--- config.mk ---
export PLATFORM = sky130hd
export DESIGN_NAME = heat_colormap_frame_theme_flat
export DESIGN_NICKNAME = d
export VERILOG_FILES = /design/src/rtl/core/hcft_pkg.sv /design/src/rtl/core/hcft_if.sv /design/src/rtl/core/hcft_ctrl.sv /design/src/rtl/core/hcft_datapath.sv /design/src/rtl/core/heat_colormap_frame_theme.sv /design/src/flat_wrapper.sv
export VERILOG_INCLUDE_DIRS = /design/src /design/src/rtl/core
export SDC_FILE = /design/constraint.sdc
export NUM_CORES = 1
export LEC_CHECK = 0
export BUFFER_PORTS_ARGS = -buffer_cell sky130_fd_sc_hd__buf_2
export CAP_MARGIN = 20
export CORE_ASPECT_RATIO = 1.25
export CORE_MARGIN = 2
export CORE_UTILIZATION = 60
export DETAILED_ROUTE_END_ITERATION = 7
export PLACE_DENSITY = 0.89
export SETUP_SLACK_MARGIN = 0.2
export SYNTH_ARGS = -nofsm -noshare
export SYNTH_HDL_FRONTEND = slang
export SYNTH_SLANG_ARGS = --single-unit
export TNS_END_PERCENT = 50
--- constraint.sdc ---
create_clock -name clk_i -period 7.7 [get_ports clk_i]
set_input_delay 1.54 -clock clk_i [delete_from_list [all_inputs] [get_ports clk_i]]
set_output_delay 1.54 -clock clk_i [all_outputs]
set_load 0.02 [all_outputs]
--- src/rtl/core/heat_colormap_frame_theme_defines.svh ---
// Assertion macros for the heat colormap frame theme block.
`ifndef HEAT_COLORMAP_FRAME_THEME_DEFINES_SVH
`define HEAT_COLORMAP_FRAME_THEME_DEFINES_SVH

`ifndef NO_ASSERTIONS

`define HCFT_ASSERT(lbl, clk, rstn, prop) \
  lbl: assert property (@(posedge clk) disable iff (!rstn) prop) \
    else $error("hcft assertion failed");

`define HCFT_ASSERT_MSG(lbl, clk, rstn, prop, msg) \
  lbl: assert property (@(posedge clk) disable iff (!rstn) prop) \
    else $error(msg);

`else

`define HCFT_ASSERT(lbl, clk, rstn, prop)

`define HCFT_ASSERT_MSG(lbl, clk, rstn, prop, msg)

`endif

`endif

--- src/rtl/core/hcft_pkg.sv ---
// Shared constants, color tables and command type for the heat colormap block.
package hcft_pkg;

  localparam int TIP_W    = 11;
  localparam int TARGET_W = 10;
  localparam int DUTY_W   = 8;
  localparam int COLOR_W  = 16;
  localparam int PCT_W    = 7;
  localparam int THR_W    = 10;
  localparam int CFG_IDX_W  = 2;
  localparam int CFG_DATA_W = 10;
  localparam int CNT_W    = 16;

  // register indexes
  localparam logic [CFG_IDX_W-1:0] CFG_DUTY_FULL_SCALE = 2'd0;
  localparam logic [CFG_IDX_W-1:0] CFG_HOT_TIP_THR     = 2'd1;
  localparam logic [CFG_IDX_W-1:0] CFG_OVERHEAT_THR    = 2'd2;

  localparam logic [DUTY_W-1:0] DUTY_FS_RESET = 8'd255;
  localparam logic [THR_W-1:0]  HOT_TIP_RESET = 10'd55;
  localparam logic [THR_W-1:0]  OVERHEAT_RESET = 10'd440;

  // divider operation select
  localparam logic [1:0] SEL_PCT   = 2'd0;
  localparam logic [1:0] SEL_RED   = 2'd1;
  localparam logic [1:0] SEL_GREEN = 2'd2;
  localparam logic [1:0] SEL_BLUE  = 2'd3;

  localparam int NUM_W     = 15;
  localparam int DEN_W     = 8;
  localparam int DIV_STEPS = NUM_W;
  localparam int STEP_W    = 4;

  localparam logic [6:0] PCT_MAX = 7'd100;
  localparam logic [7:0] PCT_SCALE = 8'd100;

  function automatic logic [15:0] rgb565(input logic [7:0] r, input logic [7:0] g,
                                         input logic [7:0] b);
    return {r[7:3], g[7:2], b[7:3]};
  endfunction

  localparam int NSTOPS = 6;

  localparam logic [8:0] STOP_TEMP [NSTOPS] = '{
    9'd40, 9'd130, 9'd210, 9'd290, 9'd350, 9'd430
  };

  localparam logic [15:0] STOP_COLOR [NSTOPS] = '{
    rgb565(8'd170, 8'd210, 8'd255), rgb565(8'd0, 8'd255, 8'd255),
    rgb565(8'd40, 8'd230, 8'd60),   rgb565(8'd255, 8'd225, 8'd0),
    rgb565(8'd255, 8'd140, 8'd0),   rgb565(8'd255, 8'd30, 8'd20)
  };

  localparam logic [15:0] COLOR_IDLE_COOL = rgb565(8'd220, 8'd232, 8'd255);
  localparam logic [15:0] COLOR_NO_TIP    = rgb565(8'd120, 8'd132, 8'd145);
  localparam logic [15:0] COLOR_FLASH     = rgb565(8'd255, 8'd255, 8'd255);

  localparam int FLASH_BIT = 3;

  typedef struct packed {
    logic       load;
    logic       div_init;
    logic       div_step;
    logic       div_store;
    logic [1:0] div_sel;
    logic       result_load;
  } ctl_cmd_t;

endpackage

--- src/rtl/core/hcft_if.sv ---
// Valid/ready channel interfaces for the input and result beats.
interface hcft_in_if;
  import hcft_pkg::*;
  logic                       valid;
  logic                       ready;
  logic signed [TIP_W-1:0]    tip_temp;
  logic [TARGET_W-1:0]        target_temp;
  logic                       tip_missing;
  logic [DUTY_W-1:0]          heater_duty;

  modport source (output valid, output tip_temp, output target_temp,
                  output tip_missing, output heater_duty, input ready);
  modport sink (input valid, input tip_temp, input target_temp,
                input tip_missing, input heater_duty, output ready);
endinterface

interface hcft_out_if;
  import hcft_pkg::*;
  logic               valid;
  logic               ready;
  logic [COLOR_W-1:0] fg_color;
  logic               show_bar;
  logic [PCT_W-1:0]   heat_percent;

  modport source (output valid, output fg_color, output show_bar,
                  output heat_percent, input ready);
  modport sink (input valid, input fg_color, input show_bar,
                input heat_percent, output ready);
endinterface

--- src/rtl/core/hcft_ctrl.sv ---
// Sequencer: accepts a beat, runs four divider passes, hands the result out.
module hcft_ctrl (
  input  logic                clk_i,
  input  logic                rst_ni,
  input  logic                in_valid_i,
  output logic                in_ready_o,
  output logic                out_valid_o,
  input  logic                out_ready_i,
  output hcft_pkg::ctl_cmd_t  cmd_o
);
  import hcft_pkg::*;

  localparam logic [2:0] S_IDLE  = 3'd0;
  localparam logic [2:0] S_INIT  = 3'd1;
  localparam logic [2:0] S_DIV   = 3'd2;
  localparam logic [2:0] S_STORE = 3'd3;
  localparam logic [2:0] S_WRITE = 3'd4;

  logic [2:0]        state_q, state_d;
  logic [1:0]        op_q, op_d;
  logic [STEP_W-1:0] step_q, step_d;
  logic              out_valid_q, out_valid_d;

  always_comb begin
    state_d     = state_q;
    op_d        = op_q;
    step_d      = step_q;
    in_ready_o  = 1'b0;
    cmd_o       = '0;
    cmd_o.div_sel = op_q;
    case (state_q)
      S_IDLE: begin
        in_ready_o = 1'b1;
        if (in_valid_i) begin
          cmd_o.load = 1'b1;
          op_d       = SEL_PCT;
          state_d    = S_INIT;
        end
      end
      S_INIT: begin
        cmd_o.div_init = 1'b1;
        step_d         = '0;
        state_d        = S_DIV;
      end
      S_DIV: begin
        cmd_o.div_step = 1'b1;
        step_d         = step_q + 1'b1;
        if (step_q == STEP_W'(DIV_STEPS - 1)) begin
          state_d = S_STORE;
        end
      end
      S_STORE: begin
        cmd_o.div_store = 1'b1;
        if (op_q == SEL_BLUE) begin
          state_d = S_WRITE;
        end else begin
          op_d    = op_q + 1'b1;
          state_d = S_INIT;
        end
      end
      S_WRITE: begin
        // wait until the output register is free
        if (!out_valid_q || out_ready_i) begin
          cmd_o.result_load = 1'b1;
          state_d           = S_IDLE;
        end
      end
      default: begin
        state_d = S_IDLE;
      end
    endcase
  end

  assign out_valid_d = cmd_o.result_load | (out_valid_q & ~out_ready_i);
  assign out_valid_o = out_valid_q;

  always_ff @(posedge clk_i or negedge rst_ni) begin
    if (!rst_ni) begin
      state_q     <= S_IDLE;
      op_q        <= SEL_PCT;
      step_q      <= '0;
      out_valid_q <= 1'b0;
    end else begin
      state_q     <= state_d;
      op_q        <= op_d;
      step_q      <= step_d;
      out_valid_q <= out_valid_d;
    end
  end

endmodule

--- src/rtl/core/hcft_datapath.sv ---
// Datapath: config registers, frame counter, stop lookup, serial divider, result.
module hcft_datapath (
  input  logic                                 clk_i,
  input  logic                                 rst_ni,
  input  hcft_pkg::ctl_cmd_t                   cmd_i,
  input  logic signed [hcft_pkg::TIP_W-1:0]    tip_temp_i,
  input  logic [hcft_pkg::TARGET_W-1:0]        target_temp_i,
  input  logic                                 tip_missing_i,
  input  logic [hcft_pkg::DUTY_W-1:0]          heater_duty_i,
  input  logic                                 cfg_we_i,
  input  logic [hcft_pkg::CFG_IDX_W-1:0]       cfg_index_i,
  input  logic [hcft_pkg::CFG_DATA_W-1:0]      cfg_data_i,
  output logic [hcft_pkg::COLOR_W-1:0]         fg_color_o,
  output logic                                 show_bar_o,
  output logic [hcft_pkg::PCT_W-1:0]           heat_percent_o
);
  import hcft_pkg::*;

  // configuration
  logic [DUTY_W-1:0] duty_fs_q;
  logic [THR_W-1:0]  hot_thr_q, ovh_thr_q;
  logic [CNT_W-1:0]  frame_cnt_q;

  always_ff @(posedge clk_i or negedge rst_ni) begin
    if (!rst_ni) begin
      duty_fs_q   <= DUTY_FS_RESET;
      hot_thr_q   <= HOT_TIP_RESET;
      ovh_thr_q   <= OVERHEAT_RESET;
      frame_cnt_q <= '0;
    end else begin
      if (cfg_we_i) begin
        case (cfg_index_i)
          CFG_DUTY_FULL_SCALE: duty_fs_q <= cfg_data_i[DUTY_W-1:0];
          CFG_HOT_TIP_THR:     hot_thr_q <= cfg_data_i[THR_W-1:0];
          CFG_OVERHEAT_THR:    ovh_thr_q <= cfg_data_i[THR_W-1:0];
          default: ;
        endcase
      end
      if (cmd_i.load) begin
        frame_cnt_q <= frame_cnt_q + 1'b1;
      end
    end
  end

  // stop segment lookup on the incoming temperature
  logic       below, above;
  logic [2:0] seg_idx;
  logic [TIP_W-1:0] pos_full;
  logic [8:0] span_full;

  always_comb begin
    below   = tip_temp_i <= $signed({2'b00, STOP_TEMP[0]});
    above   = tip_temp_i >= $signed({2'b00, STOP_TEMP[NSTOPS-1]});
    seg_idx = 3'd1;
    for (int i = NSTOPS - 1; i >= 1; i--) begin
      if (tip_temp_i < $signed({2'b00, STOP_TEMP[i]})) begin
        seg_idx = 3'(i);
      end
    end
    pos_full  = tip_temp_i - $signed({2'b00, STOP_TEMP[seg_idx - 3'd1]});
    span_full = STOP_TEMP[seg_idx] - STOP_TEMP[seg_idx - 3'd1];
  end

  logic signed [TIP_W-1:0] tip_q;
  logic        target_nz_q, missing_q, mid_q;
  logic [DUTY_W-1:0] duty_q;
  logic [15:0] seg_lo_q, seg_hi_q, clamp_q;
  logic [6:0]  pos_q, span_q;

  always_ff @(posedge clk_i) begin
    if (cmd_i.load) begin
      tip_q       <= tip_temp_i;
      target_nz_q <= |target_temp_i;
      missing_q   <= tip_missing_i;
      duty_q      <= heater_duty_i;
      mid_q       <= !below && !above;
      clamp_q     <= below ? STOP_COLOR[0] : STOP_COLOR[NSTOPS-1];
      seg_lo_q    <= STOP_COLOR[seg_idx - 3'd1];
      seg_hi_q    <= STOP_COLOR[seg_idx];
      pos_q       <= pos_full[6:0];
      span_q      <= span_full[6:0];
    end
  end

  // divider operand selection
  logic [5:0]       lo_c, hi_c;
  logic signed [6:0] delta;
  logic [5:0]       mag;
  logic [12:0]      prod;
  logic [NUM_W-1:0] op_num;
  logic [DEN_W-1:0] op_den;
  logic             op_neg;
  logic [NUM_W-1:0] pct_num;

  always_comb begin
    case (cmd_i.div_sel)
      SEL_RED: begin
        lo_c = {1'b0, seg_lo_q[15:11]};
        hi_c = {1'b0, seg_hi_q[15:11]};
      end
      SEL_GREEN: begin
        lo_c = seg_lo_q[10:5];
        hi_c = seg_hi_q[10:5];
      end
      default: begin
        lo_c = {1'b0, seg_lo_q[4:0]};
        hi_c = {1'b0, seg_hi_q[4:0]};
      end
    endcase
    delta   = $signed({1'b0, hi_c}) - $signed({1'b0, lo_c});
    mag     = delta[6] ? 6'(-delta) : delta[5:0];
    prod    = {7'd0, mag} * {6'd0, pos_q};
    pct_num = NUM_W'({7'd0, duty_q} * {7'd0, PCT_SCALE});
    if (cmd_i.div_sel == SEL_PCT) begin
      op_num = pct_num;
      op_den = (duty_fs_q == '0) ? DUTY_FS_RESET : duty_fs_q;
      op_neg = 1'b0;
    end else begin
      op_num = {2'b00, prod};
      op_den = {1'b0, span_q};
      op_neg = delta[6];
    end
  end

  // restoring divider, one quotient bit per cycle; quotient shifts into num_q
  logic [NUM_W-1:0] num_q;
  logic [DEN_W-1:0] rem_q, den_q;
  logic             neg_q;
  logic [DEN_W:0]   trial, diff;
  logic             ge;

  assign trial = {rem_q, num_q[NUM_W-1]};
  assign diff  = trial - {1'b0, den_q};
  assign ge    = trial >= {1'b0, den_q};

  always_ff @(posedge clk_i) begin
    if (cmd_i.div_init) begin
      num_q <= op_num;
      rem_q <= '0;
      den_q <= op_den;
      neg_q <= op_neg;
    end else if (cmd_i.div_step) begin
      num_q <= {num_q[NUM_W-2:0], ge};
      rem_q <= ge ? diff[DEN_W-1:0] : trial[DEN_W-1:0];
    end
  end

  // store quotient of the finished pass
  logic [6:0] q7, chan;
  logic [PCT_W-1:0] pct_q;
  logic [4:0] r_q, b_q;
  logic [5:0] g_q;

  assign q7   = num_q[6:0];
  assign chan = {1'b0, lo_c} + (neg_q ? 7'(-q7) : q7);

  always_ff @(posedge clk_i) begin
    if (cmd_i.div_store) begin
      case (cmd_i.div_sel)
        SEL_PCT:   pct_q <= (num_q > NUM_W'(PCT_MAX)) ? PCT_MAX : num_q[PCT_W-1:0];
        SEL_RED:   r_q   <= chan[4:0];
        SEL_GREEN: g_q   <= chan[5:0];
        default:   b_q   <= chan[4:0];
      endcase
    end
  end

  // final color selection
  logic [15:0] heat_col, fg_d;
  logic        hot, over, bar_d;

  always_comb begin
    heat_col = mid_q ? {r_q, g_q, b_q} : clamp_q;
    hot      = tip_q > $signed({1'b0, hot_thr_q});
    over     = tip_q >= $signed({1'b0, ovh_thr_q});
    bar_d    = !missing_q && target_nz_q;
    if (missing_q) begin
      fg_d = COLOR_NO_TIP;
    end else if (target_nz_q) begin
      fg_d = (over && frame_cnt_q[FLASH_BIT]) ? COLOR_FLASH : heat_col;
    end else if (hot) begin
      fg_d = heat_col;
    end else begin
      fg_d = COLOR_IDLE_COOL;
    end
  end

  always_ff @(posedge clk_i) begin
    if (cmd_i.result_load) begin
      fg_color_o     <= fg_d;
      show_bar_o     <= bar_d;
      heat_percent_o <= bar_d ? pct_q : '0;
    end
  end

endmodule

--- src/rtl/core/heat_colormap_frame_theme.sv ---
// Top level of the heat colormap frame theme block.
//
//   channel  dir  handshake          payload
//   in_ch    in   valid/ready        tip_temp, target_temp, tip_missing, heater_duty
//   out_ch   out  valid/ready        fg_color, show_bar, heat_percent
//   cfg      in   cfg_we_i (no wait) cfg_index_i, cfg_data_i
//
// Each item runs through the input load, four passes of the shared 15-step
// restoring divider (init, steps and store per pass: percent, then red,
// green, blue), and the output load. A new input beat is taken the cycle
// after the result is loaded, while that result may still wait in the output
// register. A stalled output holds the finished item in the write state.
// Reset clears the sequencer, frame counter and config registers to defaults.
module heat_colormap_frame_theme (
  input  logic                              clk_i,
  input  logic                              rst_ni,
  hcft_in_if.sink                           in_ch,
  hcft_out_if.source                        out_ch,
  input  logic                              cfg_we_i,
  input  logic [hcft_pkg::CFG_IDX_W-1:0]    cfg_index_i,
  input  logic [hcft_pkg::CFG_DATA_W-1:0]   cfg_data_i
);
  import hcft_pkg::*;
  `include "heat_colormap_frame_theme_defines.svh"

  ctl_cmd_t cmd;

  hcft_ctrl u_ctrl (
    .clk_i       (clk_i),
    .rst_ni      (rst_ni),
    .in_valid_i  (in_ch.valid),
    .in_ready_o  (in_ch.ready),
    .out_valid_o (out_ch.valid),
    .out_ready_i (out_ch.ready),
    .cmd_o       (cmd)
  );

  hcft_datapath u_dp (
    .clk_i          (clk_i),
    .rst_ni         (rst_ni),
    .cmd_i          (cmd),
    .tip_temp_i     (in_ch.tip_temp),
    .target_temp_i  (in_ch.target_temp),
    .tip_missing_i  (in_ch.tip_missing),
    .heater_duty_i  (in_ch.heater_duty),
    .cfg_we_i       (cfg_we_i),
    .cfg_index_i    (cfg_index_i),
    .cfg_data_i     (cfg_data_i),
    .fg_color_o     (out_ch.fg_color),
    .show_bar_o     (out_ch.show_bar),
    .heat_percent_o (out_ch.heat_percent)
  );

  `HCFT_ASSERT(a_pct_range, clk_i, rst_ni, out_ch.valid |-> out_ch.heat_percent <= PCT_MAX)
  `HCFT_ASSERT(a_pct_zero_no_bar, clk_i, rst_ni, (out_ch.valid && !out_ch.show_bar) |-> out_ch.heat_percent == '0)
  `HCFT_ASSERT_MSG(a_one_in_flight, clk_i, rst_ni, cmd.load |=> !in_ch.ready, "input taken while busy")
  `HCFT_ASSERT_MSG(a_no_overwrite, clk_i, rst_ni, cmd.result_load |-> (!out_ch.valid || out_ch.ready), "pending result overwritten")

endmodule
--- src/flat_wrapper.sv ---
// flat-port wrapper written by rule: the top's interface ports become plain ports
module heat_colormap_frame_theme_flat import hcft_pkg::*;
  (clk_i, rst_ni, cfg_we_i, cfg_index_i, cfg_data_i, in_ch_valid, in_ch_tip_temp, in_ch_target_temp, in_ch_tip_missing, in_ch_heater_duty, in_ch_ready, out_ch_valid, out_ch_fg_color, out_ch_show_bar, out_ch_heat_percent, out_ch_ready);
  hcft_in_if in_ch_i ();
  hcft_out_if out_ch_i ();
  input  logic clk_i;
  input  logic rst_ni;
  input  logic cfg_we_i;
  input  logic [hcft_pkg::CFG_IDX_W-1:0] cfg_index_i;
  input  logic [hcft_pkg::CFG_DATA_W-1:0] cfg_data_i;
  input wire logic [$bits(in_ch_i.valid)-1:0] in_ch_valid;
  input wire logic [$bits(in_ch_i.tip_temp)-1:0] in_ch_tip_temp;
  input wire logic [$bits(in_ch_i.target_temp)-1:0] in_ch_target_temp;
  input wire logic [$bits(in_ch_i.tip_missing)-1:0] in_ch_tip_missing;
  input wire logic [$bits(in_ch_i.heater_duty)-1:0] in_ch_heater_duty;
  output wire logic [$bits(in_ch_i.ready)-1:0] in_ch_ready;
  output wire logic [$bits(out_ch_i.valid)-1:0] out_ch_valid;
  output wire logic [$bits(out_ch_i.fg_color)-1:0] out_ch_fg_color;
  output wire logic [$bits(out_ch_i.show_bar)-1:0] out_ch_show_bar;
  output wire logic [$bits(out_ch_i.heat_percent)-1:0] out_ch_heat_percent;
  input wire logic [$bits(out_ch_i.ready)-1:0] out_ch_ready;
  assign in_ch_i.valid = in_ch_valid;
  assign in_ch_i.tip_temp = in_ch_tip_temp;
  assign in_ch_i.target_temp = in_ch_target_temp;
  assign in_ch_i.tip_missing = in_ch_tip_missing;
  assign in_ch_i.heater_duty = in_ch_heater_duty;
  assign in_ch_ready = in_ch_i.ready;
  assign out_ch_valid = out_ch_i.valid;
  assign out_ch_fg_color = out_ch_i.fg_color;
  assign out_ch_show_bar = out_ch_i.show_bar;
  assign out_ch_heat_percent = out_ch_i.heat_percent;
  assign out_ch_i.ready = out_ch_ready;
  heat_colormap_frame_theme u_core (.clk_i(clk_i), .rst_ni(rst_ni), .in_ch(in_ch_i), .out_ch(out_ch_i), .cfg_we_i(cfg_we_i), .cfg_index_i(cfg_index_i), .cfg_data_i(cfg_data_i));
endmodule
=== After elaboration in Yosys (flattened, before gate mapping) ===
Memories as Yosys holds them, arrays and structs flattened. A register that Yosys moved wholly into a read port is not among the register bits.
Cells that the tools add are included.

* Output and inout bits: 26
* Word-level logic and storage cells: 145
* Memories kept: 4
* Memory bits (read-only): 400
* Bits of input ports: 47
* Register bits after elaboration: 185

{| class="wikitable"
|+ Memory list
! memory !! depth !! width !! read ports !! clocked after Yosys merged registers in !! wr ports !! line !! RTL
|-
| (name not given) || 8 || 16 || 1 || 1 || 0 || hcft_datapath.sv:79 || <nowiki>seg_hi_q <= STOP_COLOR[seg_idx];</nowiki>
|-
| (name not given) || 8 || 16 || 1 || 1 || 0 || hcft_datapath.sv:78 || <nowiki>seg_lo_q <= STOP_COLOR[seg_idx - 3'd1];</nowiki>
|-
| (name not given) || 8 || 9 || 1 || 0 || 0 || hcft_datapath.sv:61 || <nowiki>span_full = STOP_TEMP[seg_idx] - STOP_TEMP[seg_idx - 3'd1];</nowiki>
|-
| (name not given) || 8 || 9 || 1 || 0 || 0 || hcft_datapath.sv:61 ||
|}

* Order comparisons: 13
* Multipliers: 2
* Reduce and logical (&&, ||, !) cells: 26
* Bitwise logic cells: 6
* Mux-type cells: 41
* Eq/ne operators: 14
* $add $sub $neg: 11

{| class="wikitable"
|+ Operators by type and width
! operator !! count
|-
| $mux 16 || 4
|-
| $mux 15 || 4
|-
| $mux 7 || 5
|-
| $lt 11x10->1 const B || 3
|-
| $mux 3 || 9
|-
| $pmux 6 s2 || 2
|-
| $lt 11x9->1 const B || 2
|-
| $add 16x1->16 const B || 1
|-
| $mux 8 || 2
|-
| $gt 15x7->1 const B || 1
|-
| $pmux 3 s5 || 1
|-
| $reduce_and 2->1 || 7
|-
| $sub 7x7->7 || 2
|-
| $mul 6x7->13 || 1
|-
| $mul 8x5->13 const B || 1
|-
| $mux 6 || 2
|-
| $neg 6->6 || 2
|-
| $ge 11x10->1 const B || 1
|-
| $ge 11x11->1 || 1
|-
| $gt 11x11->1 || 1
|-
| $le 11x7->1 const B || 1
|-
| $reduce_or 10->1 || 1
|-
| $ge 9x8->1 || 1
|-
| $ge 4x4->1 const B || 2
|-
| other kinds (30) || 56
|}

=== Depth between registers and ports, before layout ===
* Depth in word-level cells: 12
* Depth in mapped cells: 29
* Depth with buffers taken out: 27

=== Hierarchy ===
From an unflattened synthesis, not the netlist that was laid out.

* Cell total of the unflattened synthesis: 1004
* Area, all modules: 11354.6 µm²

{| class="wikitable"
|+ Modules (own cells, without submodules)
! module !! area each (µm²) !! times used !! seq. area each (µm²) !! cells an instance
|-
| hcft_datapath || 10817.9 || 1 || 4917.2 || 954
|-
| hcft_ctrl || 536.8 || 1 || 250.2 || 50
|}

=== Least setup slack after synthesis ===
OpenSTA, ideal clock, no wires.

* Path kind: input to register
* Start: in in_ch_valid
* End: reg u_core.u_dp.frame_cnt_q[3]
* Setup slack: 876 ps
* Data required time: 7601 ps
* Stages: 4
* Arrival time: 6725 ps
* Library setup time: 99 ps
* Cells stage by stage: nand2b_1 -> nor3_1 -> nand4_1 -> xnor2_1

{| class="wikitable"
|+ RTL lines
! item !! line !! RTL
|-
| start: declaration || flat_wrapper.sv:11 || <nowiki>input wire logic [$bits(in_ch_i.valid)-1:0] in_ch_valid;</nowiki>
|-
| end signal: assignment || hcft_datapath.sv:40 || <nowiki>frame_cnt_q <= frame_cnt_q + 1'b1;</nowiki>
|-
| end: declaration || hcft_datapath.sv:22 || <nowiki>logic [CNT_W-1:0] frame_cnt_q;</nowiki>
|}

=== Worst setup path after layout ===
* Start: reg u_core.u_ctrl.op_q[0]
* End: reg u_core.u_dp.num_q[11] (data pin)

* Word-level cells in the longest chain between the ends: 8
* Elaborated cells between the ends (all ways): 11

{| class="wikitable"
|+ Ends and longest elaborated chain
! item !! line !! RTL
|-
| start: declaration || hcft_ctrl.sv:20 || <nowiki>logic [1:0] op_q, op_d;</nowiki>
|-
| start signal: assignment || hcft_ctrl.sv:85 || <nowiki>op_q <= op_d;</nowiki>
|-
| $eq 2x2->1 / $eq 2x1->1 (equally long branches) || hcft_datapath.sv:96 || <nowiki>case (cmd_i.div_sel)</nowiki>
|-
| $pmux 6 s2 || hcft_datapath.sv:96 ||
|-
| $sub 6x6->7 || hcft_datapath.sv:110 || <nowiki>delta = $signed({1'b0, hi_c}) - $signed({1'b0, lo_c});</nowiki>
|-
| $neg 6->6 || hcft_datapath.sv:111 || <nowiki>mag = delta[6] ? 6'(-delta) : delta[5:0];</nowiki>
|-
| $mux 6 || hcft_datapath.sv:111 ||
|-
| $mul 6x7->13 || hcft_datapath.sv:112 || <nowiki>prod = {7'd0, mag} * {6'd0, pos_q};</nowiki>
|-
| $mux 15 (*) || hcft_datapath.sv:114 || <nowiki>if (cmd_i.div_sel == SEL_PCT) begin</nowiki>
|-
| $mux 15 (*) || hcft_datapath.sv:137 || <nowiki>if (cmd_i.div_init) begin</nowiki>
|-
| end signal: assignment || hcft_datapath.sv:138 || <nowiki>num_q <= op_num;</nowiki>
|-
| end signal: assignment || hcft_datapath.sv:143 || <nowiki>num_q <= {num_q[NUM_W-2:0], ge};</nowiki>
|-
| end: declaration || hcft_datapath.sv:126 || <nowiki>logic [NUM_W-1:0] num_q;</nowiki>
|}

Every way passes the cells marked *; elsewhere a longest branch is shown, timed or not.
A chain may end at the register's enable or synchronous reset.

==> reports/metrics.cfg <==
[clocking]
cts_tree=done
cts_made_buffers=17
h-tree-depth=4
clk_latency_ns=0.44
clockRootBuffer=clkbuf_16
clock-sinks=181
holdBufCountCts=0
clk_pin_slew_ns=0.07
clk_path_buf_depth=2

[yosys]
synth.distinct_cells=70
yosysMostFrequentCell=edfxtp_1
postSynthCellCount=1035
synth-simple-area-share=0.136
synthAdderAreaFrac=0.175
synthFlopType=edfxtp_1
synth_area_leaders=edfxtp_1 35%, ha_1 12%, dfrtp_1 5.4%, fa_1 5.0%, dfstp_2 4.2%
synth_top_area_frac=0.351
syn_area_per_cell_sq_um=10.8
ys_ff_latch=181
synth_edf_count=131
ys_seq_area_frac=0.461
syn_nets=1221
synth_common_cells=131 x edfxtp_1, 111 x ha_1, 111 x inv_1
synth_top_area_cell=edfxtp_1
synth_warnings=0
synth_area_sq_mm=0.0112
synthMuxAreaShare=0.0346
synthXorXnorAreaFrac=0.0352
async_flop_share=0.232
synth_top_family_by_area=adder cells
synth-compound-area-share=0.109

[sta]
setup_tns_ns=0
relSlewSlack=0.304
drv_slew=0
hold_violations=0
holdWs_ns=0.492
finalSetupViolCount=0
fin_skew_ns=0.0138
tightest_slew_ns=1.04
finalCritPeriodShare=0.919
fin_crit_ns=7.08
max_freq_mhz=141
rsz0062_at_grt=false

[setup_path]
required_ns=7.89
critPathMaxFanout=17
cp-start-kind=flip-flop
end_kind=flip-flop
arrival_ns=7.27
cp_slowest_cell=fa_1
worstSetupPathType=flip-flop to flip-flop
crit_path_frequent_cell=fa_1
cpPeakStageDelay_ns=0.54

[grt]
grtUsageTotal=0.255
grt_pass1_vias=8066
gr-total-overflow=0
grt_first_pass_wirelength_um=39400
grt_max_degree=67
grt_antenna_before_repair=0

[route]
wl_per_cell_um=18.0
dr.pass1.iters=5
vias_per_cell=5.89
dr.first_iter.drc_count=620
num_vias=7929
drc=0
antenna_left=0
wl_um=24200

[outcome]
status=complete, no violations

[floorplanning]
rows=55
die_h_um=157
coreArea_sq_mm=0.0182
ios=73
die_w_um=126
initial_core_util=0.616
die_area_sq_mm=0.0198

[layout]
syn_to_final_growth_pct=10.2
final_area_sq_mm=0.0123
fin_nets=1291
diodes=0
final_layout_size_suffix_gt1_frac=0.165

[placed_design]
routabilityCongestion=0.913
place_area_sq_mm=0.0118
dpl.hpwl_um=18100
port-buffer-count=72

[flow_run]
drv_cap=0

[min_path]
hold_path_class=flip-flop to flip-flop

## path summary, 6_finish.rpt
kind | startpoint | to | slack, ns | cells after the start
worst min register to register | u_core.u_dp.rem_q[2]$_SDFFE_PP0P_ | u_core.u_dp.rem_q[2]$_SDFFE_PP0P_ | 0.49 | 2
worst max-delay path | u_core.u_ctrl.op_q[0]$_DFFE_PN0P_ | u_core.u_dp.num_q[11]$_DFFE_PP_ | 0.62 | 26
max in group asynchronous | rst_ni | u_core.u_ctrl.out_valid_o$_DFF_PN0_ | 5.85 | 1
worst min-delay path | u_core.u_dp.rem_q[2]$_SDFFE_PP0P_ | u_core.u_dp.rem_q[2]$_SDFFE_PP0P_ | 0.49 | 2
worst max register to register | u_core.u_ctrl.op_q[0]$_DFFE_PN0P_ | u_core.u_dp.num_q[11]$_DFFE_PP_ | 0.62 | 26
min in group asynchronous | rst_ni | u_core.u_dp.hot_thr_q[3]$_DFFE_PN0P_ | 1.25 | 1
## what timing repair did
| action | CTS | global route |
|---|---|---|
| gates resized for setup | 0 | 4 |
| setup buffers | 0 | 0 |
| endpoints found under the setup margin | 0 | 2 |
## cell type report
| type | instances | area [sq um] |
|---|---|---|
| timing repair buffer | 77 | 395 |
| sequential | 181 | 5170 |
| inverter | 113 | 424 |
| tap | 228 | 285 |
| multi-input combinational | 715 | 5510 |
| clock buffer | 17 | 425 |
| fill | 1316 | 5830 |
| clock inverter | 15 | 136 |
## stage by stage
stage / worst slack, ns / utilization / cells
final: 0.620 / 0.679 / 1346
after global routing: 0.191 / 0.679 / 1346
after CTS: 0.578 / 0.678 / 1345
after detailed placement: 0.565 / 0.648 / 1313
after global placement: 0.879 / 0.648 / 1313
after floorplan: 0.876 / - / 1035
## per-layer routing
layer,global-route usage,up-vias,routed length (um)
met5,0,-,0
met4,0.130,0,1000
met3,0.0393,70,1370
met2,0.457,268,12600
met1,0.296,3832,9220
li1,-,3759,-
## critical path, delay by kind of cell, from the launching register on
kind	cells	cell delay [ns]
DFF	1	0.42
buffers and inverters	3	0.23
xor gates and xnor gates	1	0.17
AOI/OAI and AO/OA	11	2.40
and+or+nand+nor	4	0.61
adders and majority gates	7	2.97
## registers in the layout, indices dropped and copies added (netlist names), 10 cells and up
signal,flops
u_core.u_dp.tip_q,11
u_core.u_dp.seg_hi_q,12
u_core.u_dp.fg_color_o,16
u_core.u_dp.ovh_thr_q,10
u_core.u_dp.seg_lo_q,12
u_core.u_dp.num_q,15
u_core.u_dp.hot_thr_q,10
## cells by family after synthesis
family,count (synthesis)
flip-flops,181
buffers and inverters,139
multiplexers,35
adder cells (fa/ha/maj),140
other,1
AND/OR/NAND/NOR,306
XOR/XNOR,45
AO/OA/AOI/OAI,188
## layout by cell type (no fill, tap or decap), types with 9 or more instances in the layout
master / n
a21oi_1: 55
o21ai_0: 49
nand4_1: 12
xnor2_1: 34
edfxtp_1: 131
nor2b_1: 20
dfrtp_1: 24
buf_2: 72
mux2_2: 30
inv_1: 111
o21a_1: 10
a21o_1: 11
nand2b_1: 9
and2_1: 47
dfstp_2: 18
a31oi_1: 12
xor2_1: 11
nor3_1: 15
clkbuf_16: 17
nand2_1: 84
ha_1: 108
nor2_1: 73
fa_1: 28
Power is left out: the tool's default activity adds up to more than one toggle a clock period on the data nets, which glitch-free logic cannot reach.
